**src/rtl/sauv_pkg.sv**
```systemverilog
`timescale 1ns / 1ps
`default_nettype none
// ----------------------------------------------------------------------------
// sauv_pkg
// Shared constants and types for the sprite atlas frame rectangle lookup.
// ----------------------------------------------------------------------------
package sauv_pkg;

	localparam int unsigned OUT_W     = 18;
	localparam int unsigned SIDE_W    = 15;
	localparam int unsigned RECIP_W   = 33;
	localparam int unsigned TWICE_W   = 25;
	localparam int unsigned CFG_IDX_W = 3;
	localparam int unsigned CFG_DAT_W = 17;

	localparam logic [SIDE_W-1:0] MAX_TEX_SIDE = 15'd16384;
	localparam logic [8:0]        MAX_GRID     = 9'd256;
	localparam logic [OUT_W-1:0]  OUT_MAX      = {OUT_W{1'b1}};

	typedef enum logic [CFG_IDX_W-1:0] {
		REG_TEX_W   = 3'd0,
		REG_TEX_H   = 3'd1,
		REG_COLS    = 3'd2,
		REG_ROWS    = 3'd3,
		REG_FRAMES  = 3'd4,
		REG_FRAME_W = 3'd5,
		REG_FRAME_H = 3'd6,
		REG_GUTTER  = 3'd7
	} cfg_reg_t;

	typedef enum logic [1:0] {
		SU_LOAD,
		SU_DIV,
		SU_IDLE
	} setup_state_t;

	typedef enum logic [2:0] {
		STEP_FW    = 3'd0,
		STEP_FH    = 3'd1,
		STEP_RCOL  = 3'd2,
		STEP_RTW   = 3'd3,
		STEP_RTH   = 3'd4,
		STEP_USIZE = 3'd5,
		STEP_VSIZE = 3'd6
	} setup_step_t;

endpackage

`default_nettype wire

```
**src/rtl/sauv_fixdiv.sv**
```systemverilog
`timescale 1ns / 1ps
`default_nettype none
// ----------------------------------------------------------------------------
// sauv_fixdiv
// Five-stage pipelined floor(twice * 2^15 / side) with saturation, using a
// precomputed reciprocal floor(2^32 / side) and one correction step.
// ----------------------------------------------------------------------------
module sauv_fixdiv
	import sauv_pkg::*;
(
	input  wire logic               clk,
	input  wire logic               adv,
	input  wire logic [TWICE_W-1:0] twice,
	input  wire logic [SIDE_W-1:0]  side,
	input  wire logic [RECIP_W-1:0] recip,
	output logic      [OUT_W-1:0]   quo
);

	logic                sat_s1, sat_s2, sat_s3, sat_s4;
	logic [16:0]         n_s1, n_s2, n_s3;
	logic [48:0]         plo_s2;
	logic [RECIP_W-1:0]  phi_s2;
	logic [OUT_W-1:0]    q_s3, q_s4;
	logic [15:0]         r_s4;
	logic [49:0]         prod;
	logic [32:0]         qside;
	logic [32:0]         rfull;

	assign prod  = {1'b0, plo_s2} + {1'b0, phi_s2, 16'b0};
	assign qside = {15'b0, q_s3} * {18'b0, side};
	assign rfull = {1'b0, n_s3, 15'b0} - qside;

	always_ff @(posedge clk) begin
		if (adv) begin
			sat_s1 <= twice >= {7'b0, side, 3'b0};
			n_s1   <= twice[16:0];

			sat_s2 <= sat_s1;
			n_s2   <= n_s1;
			plo_s2 <= {16'b0, n_s1[15:0]} * {16'b0, recip};
			phi_s2 <= n_s1[16] ? recip : '0;

			sat_s3 <= sat_s2;
			n_s3   <= n_s2;
			q_s3   <= prod[34:17];

			sat_s4 <= sat_s3;
			q_s4   <= q_s3;
			r_s4   <= rfull[15:0];

			if (sat_s4)
				quo <= OUT_MAX;
			else if (r_s4 >= {1'b0, side})
				quo <= q_s4 + 1'b1;
			else
				quo <= q_s4;
		end
	end

endmodule

`default_nettype wire

```
**config.mk**
```make
export PLATFORM = sky130hd
export DESIGN_NAME = sauv_fixdiv
export DESIGN_NICKNAME = d
export VERILOG_FILES = /design/src/rtl/sauv_pkg.sv /design/src/rtl/sauv_fixdiv.sv
export SDC_FILE = /design/constraint.sdc
export NUM_CORES = 1
export LEC_CHECK = 0
export BUFFER_PORTS_ARGS = -buffer_cell sky130_fd_sc_hd__buf_4
export CAP_MARGIN = 20
export CORE_UTILIZATION = 40
export CTS_CLUSTER_SIZE = 25
export DETAILED_ROUTE_END_ITERATION = 12
export HOLD_SLACK_MARGIN = 0.02
export PLACE_DENSITY = 0.57
export RECOVER_POWER = 100
export SLEW_MARGIN = 20
export SYNTH_ARGS = -nofsm -noshare
export SYNTH_HDL_FRONTEND = slang
export SYNTH_SLANG_ARGS = --single-unit
export TNS_END_PERCENT = 1
```
**constraint.sdc**
```tcl
create_clock -name clk -period 12.51 [get_ports clk]
set_input_delay 0.6255 -clock clk [delete_from_list [all_inputs] [get_ports clk]]
set_output_delay 0.6255 -clock clk [all_outputs]
set_load 0.02 [all_outputs]
```
## Word level (Yosys, flattened, before mapping)

Cells that the tools add are included.

- Magnitude comparators: 2
- Multipliers: 2
- Mux-type cells: 1
- $add $sub $neg: 3

Operators with widths:

| cell | count |
|---|---|
| 35-bit adder | 1 |
| 16-bit by 33-bit multiplier with 35-bit output | 1 |
| 25-bit by 18-bit greater-or-equal comparator with 1-bit output | 1 |
| 18-bit by 1-bit adder with 18-bit output (second input constant) | 1 |
| 18-bit by 15-bit multiplier with 16-bit output | 1 |
| 18-bit two-way mux | 1 |
| 16-bit by 15-bit greater-or-equal comparator with 1-bit output | 1 |
| 16-bit subtractor | 1 |

- Input bits: 75
- Output and inout port bits: 18
- Word-level logic and storage cells: 21
- Register bits: 147

## Depth between registers and ports, before layout

- Word-level depth: 2
- Gate-level depth with buffers: 26
- Gate-level depth less buffers: 24

## Least setup slack after synthesis

Ideal clock, no wire load.

- Kind: in2reg
- Start: in recip[12]
- End: reg plo_s2[32] (data pin)
- Setup time: 0.264 ns
- Data required time: 12.246 ns
- Setup slack: 5.928 ns
- Buffers on the path: 1
- Stages: 22
- Arrival time: 6.318 ns
- Path through: clkbuf_1 nand2_1 fa_1 fa_1 fa_1 inv_1 fa_1 fa_1 inv_1 fa_1 inv_1 ha_1 a2111oi_2 o21ai_1 a21oi_2 a21oi_1 a21o_1 a31oi_4 o21ai_2 or4_4 a311oi_1 a21oi_1

- Longest elaborated chain between the ends: 1

Ends and longest elaborated chain:

| what | line | text |
|---|---|---|
| start, declared | sauv_fixdiv.sv:15 | `input wire logic [RECIP_W-1:0] recip,` |
| 16-bit by 33-bit multiplier with 35-bit output | sauv_fixdiv.sv:40 | `plo_s2 <= {16'b0, n_s1[15:0]} * {16'b0, recip};` |
| end signal, assigned | sauv_fixdiv.sv:40 |  |
| end, declared | sauv_fixdiv.sv:21 | `logic [48:0] plo_s2;` |

Every way passes these cells.
A chain may end at the register's enable or synchronous reset.

## Worst setup path after layout

- Start: reg n_s1[5]
- End: reg plo_s2[32] (data pin)

- Longest elaborated chain between the ends: 1

Ends and longest elaborated chain:

| what | line | text |
|---|---|---|
| start, declared | sauv_fixdiv.sv:20 | `logic [16:0] n_s1, n_s2, n_s3;` |
| start signal, assigned | sauv_fixdiv.sv:36 | `n_s1 <= twice[16:0];` |
| 16-bit by 33-bit multiplier with 35-bit output | sauv_fixdiv.sv:40 |  |

Every way passes these cells.

==> flow_summary.toml <==
[run_status]
outcome = "complete, but fails checks"
failed_checks = "capacitance limit, slew limit"

[detailed_routing]
wl_met2_microns = 26840
wirelength_microns = 56540
drt_iter0_markers = 819
m1WireLength_microns = 25620
drt_first_pass_iters = 5
via_count = 15264
antenna_left = 0
dr.max_layer_used = "met4"
wl_per_cell_microns = 18.36
drc = 0
vias_per_cell = 4.956
route.met3.wl_microns = 2844

[timing]
period_minus_slack_ns = 7.722
fmax_mhz = 129.5
fin_worst_skew_ns = 0.01494
tns_ns = 0
finalMaxSlewViolations = 186
finalSetupViolations = 0
rsz0062_at_grt = "false"
worst_pin_slew_ns = 4.152
hold_violations = 0
fin_crit_sh_pct = 61.73
slew-limit-headroom_pct = -176.8

[synthesis]
ys.warnings.count = 0
ys_async_sr_fraction_pct = 0
avgSynthCellArea_sq_um = 9.785
synth_nets = 2954
dominantRegCellSynth = "edfxtp_1"
seq_area_frac_synth_pct = 17.61
synthDistinctLibCells = 64
synth_cells = 2283
synth_edf_count = 131
synth.top_cells.by_area = "fa_1, edfxtp_1, ha_1, inv_1, and2_1"
syn-cell-area_sq_um = 22340
synth-seq-cells = 131
yosysTopAreaCell = "fa_1"
synth_top_cell_area_share_pct = 38.44

[final_layout]
drive_above_1_share_pct = 4.891
fill_cells = 5353
multi_input_area_sq_um = 16140
areaGrowthSynthToFinish_pct = 7.908
nets = 2989
register_area_sq_um = 3934

[clocking]
cts_tree = "done"
clock_latency_ns = 0.43
h-tree-depth = 4
clock_path_buffers = 2
hold_buffers = 0
clk_pin_slew_ns = 0.07
numCtsBuffers = 17
cts_resized = 0
cts_sinks = 131
cts-root-buf = "clkbuf_16"
post_cts_buffers = 0

[floorplanning]
core.rowCount = 86
fp.dieW_microns = 238.3
die_height_microns = 238.3
dieArea_sq_um = 56800
initial_core_util_pct = 40.55
io-pin-count = 93
core_sq_um = 55090

[worst_setup_path]
cp_max_fo = 30
critPathTopFamily = "adder cells"
path_common_cell = "fa_1"
path_class = "reg2reg"
start_kind = "register"
crit_required_ns = 12.67
slowest_delay_ns = 0.96
cp_num_buf_inv = 4
cpMaxStageDelayCell = "edfxtp_1"
arrival_ns = 7.88
path_cells = "and2_1 > fa_1 > inv_1 > fa_1 > fa_1 > inv_1 > fa_1 > fa_1 > inv_1 > fa_1 > inv_1 > ha_1 > a2111oi_0 > o21ai_0 > a21oi_1 > a21oi_1 > a21o_1 > a31oi_1 > o21ai_0 > or4_1 > a311oi_1 > a21oi_1"
endpoint_kind = "register"

[min_path]
min_path_type = "reg2reg"

[job]
drv_cap = 4

[grt]
grt_pass1_vias = 16981
antenna_found_initial = 2
grt_util_all_layers_pct = 21.26
grt_pass1_wl_microns = 92700
grt_max_degree = 77
gr-total-overflow = 0

[placement]
dp_hpwl_microns = 43700
gp_congestion = 0.8696
port_buffers = 92
area by class of cell:
cell class              instances  area share, %
diodes                          1        0.01038
clock buffers                  17          1.765
clock inverters                15         0.7526
inverters                     492          7.661
multi-input cells            1570          66.93
flip-flops and latches        131          16.32
well taps                     748          3.882
repair buffers                106          2.678
routing by layer:
metal / GRT usage, % / vias up
met2: 35.63 / 405
li1: - / 6961
met1: 29.02 / 7819
met3: 2.753 / 79
met4: 5.614 / 0
met5: 0 / -
cells in the final DEF, fill, tap and decap left out, drive strengths merged, types with 10 or more instances in the layout:
cell    netlist  routed
a21o         19      19
a21oi        38      38
and2        271     271
buf           3      66
clkbuf       87      57
edfxtp      131     131
fa          429     429
ha          167     167
inv         492     501
nand2       343     343
nand3        28      28
nor2         29      29
nor3         12      12
o21ai        28      28
or4          10      10
xnor2        80      80
xor2         21      21
through the flow:
step	utilization (%)	worst slack [ns]	cell area, sq um	instances	hold WS, ns
finish	43.76	4.788	24110	3080	0.4109
detailed placement	43.04	5.380	23710	3047	0.4045
global placement	43.04	5.467	23710	3047	0.4075
CTS	44.14	5.334	24320	3079	0.3870
floorplan	-	5.928	22340	2283	0.4003
global route	43.75	4.322	24100	3079	0.4213
Yosys cell counts (3+ instances only):
cell / count
a211o_1: 4
a211oi_1: 3
a21o_1: 19
a21oi_1: 37
a31o_2: 4
and2_1: 270
and3_1: 3
clkbuf_1: 86
edfxtp_1: 131
fa_1: 429
ha_1: 167
inv_1: 492
nand2_1: 343
nand2b_1: 5
nand3_1: 28
nand4_1: 5
nor2_1: 29
nor2b_1: 9
nor3_1: 11
o211ai_1: 4
o21a_1: 7
o21ai_0: 22
o21ai_1: 5
o21bai_1: 5
o31ai_1: 9
or3_1: 6
or4_1: 4
or4_2: 5
xnor2_1: 80
xor2_1: 21
logic make-up (layout without fill, tap and decap cells):
kind of cell	Yosys count	after routing	synth area share (%)
other	0	1	0
buffers and inverters	582	630	9.874
muxes	1	1	0.04481
AOI/OAI and AO/OA	139	139	4.363
DFF	131	131	17.61
adders and majority gates	596	596	47.80
and+or+nand+nor	733	733	16.35
xor gates and xnor gates	101	101	3.960
flip-flops by register name, indices dropped and copies added, names as in the netlist, 16 cells and up:
signal and flops:
phi_s2 19, q_s4 18, quo 18, r_s4 16
plo_s2 19, q_s3 18, n_s1 17
worst paths after layout:
path / startpoint / to / slack, ns / cells after the start
worst min register to register: q_s3[16] / q_s4[16] / 0.41 / 0
worst min-delay path: q_s3[16] / q_s4[16] / 0.41 / 0
worst max-delay path: n_s1[5] / plo_s2[32] / 4.79 / 22
worst max register to register: n_s1[5] / plo_s2[32] / 4.79 / 22
Power is left out: the tool's default activity adds up to more than one toggle a clock period on the data nets, which glitch-free logic cannot reach.
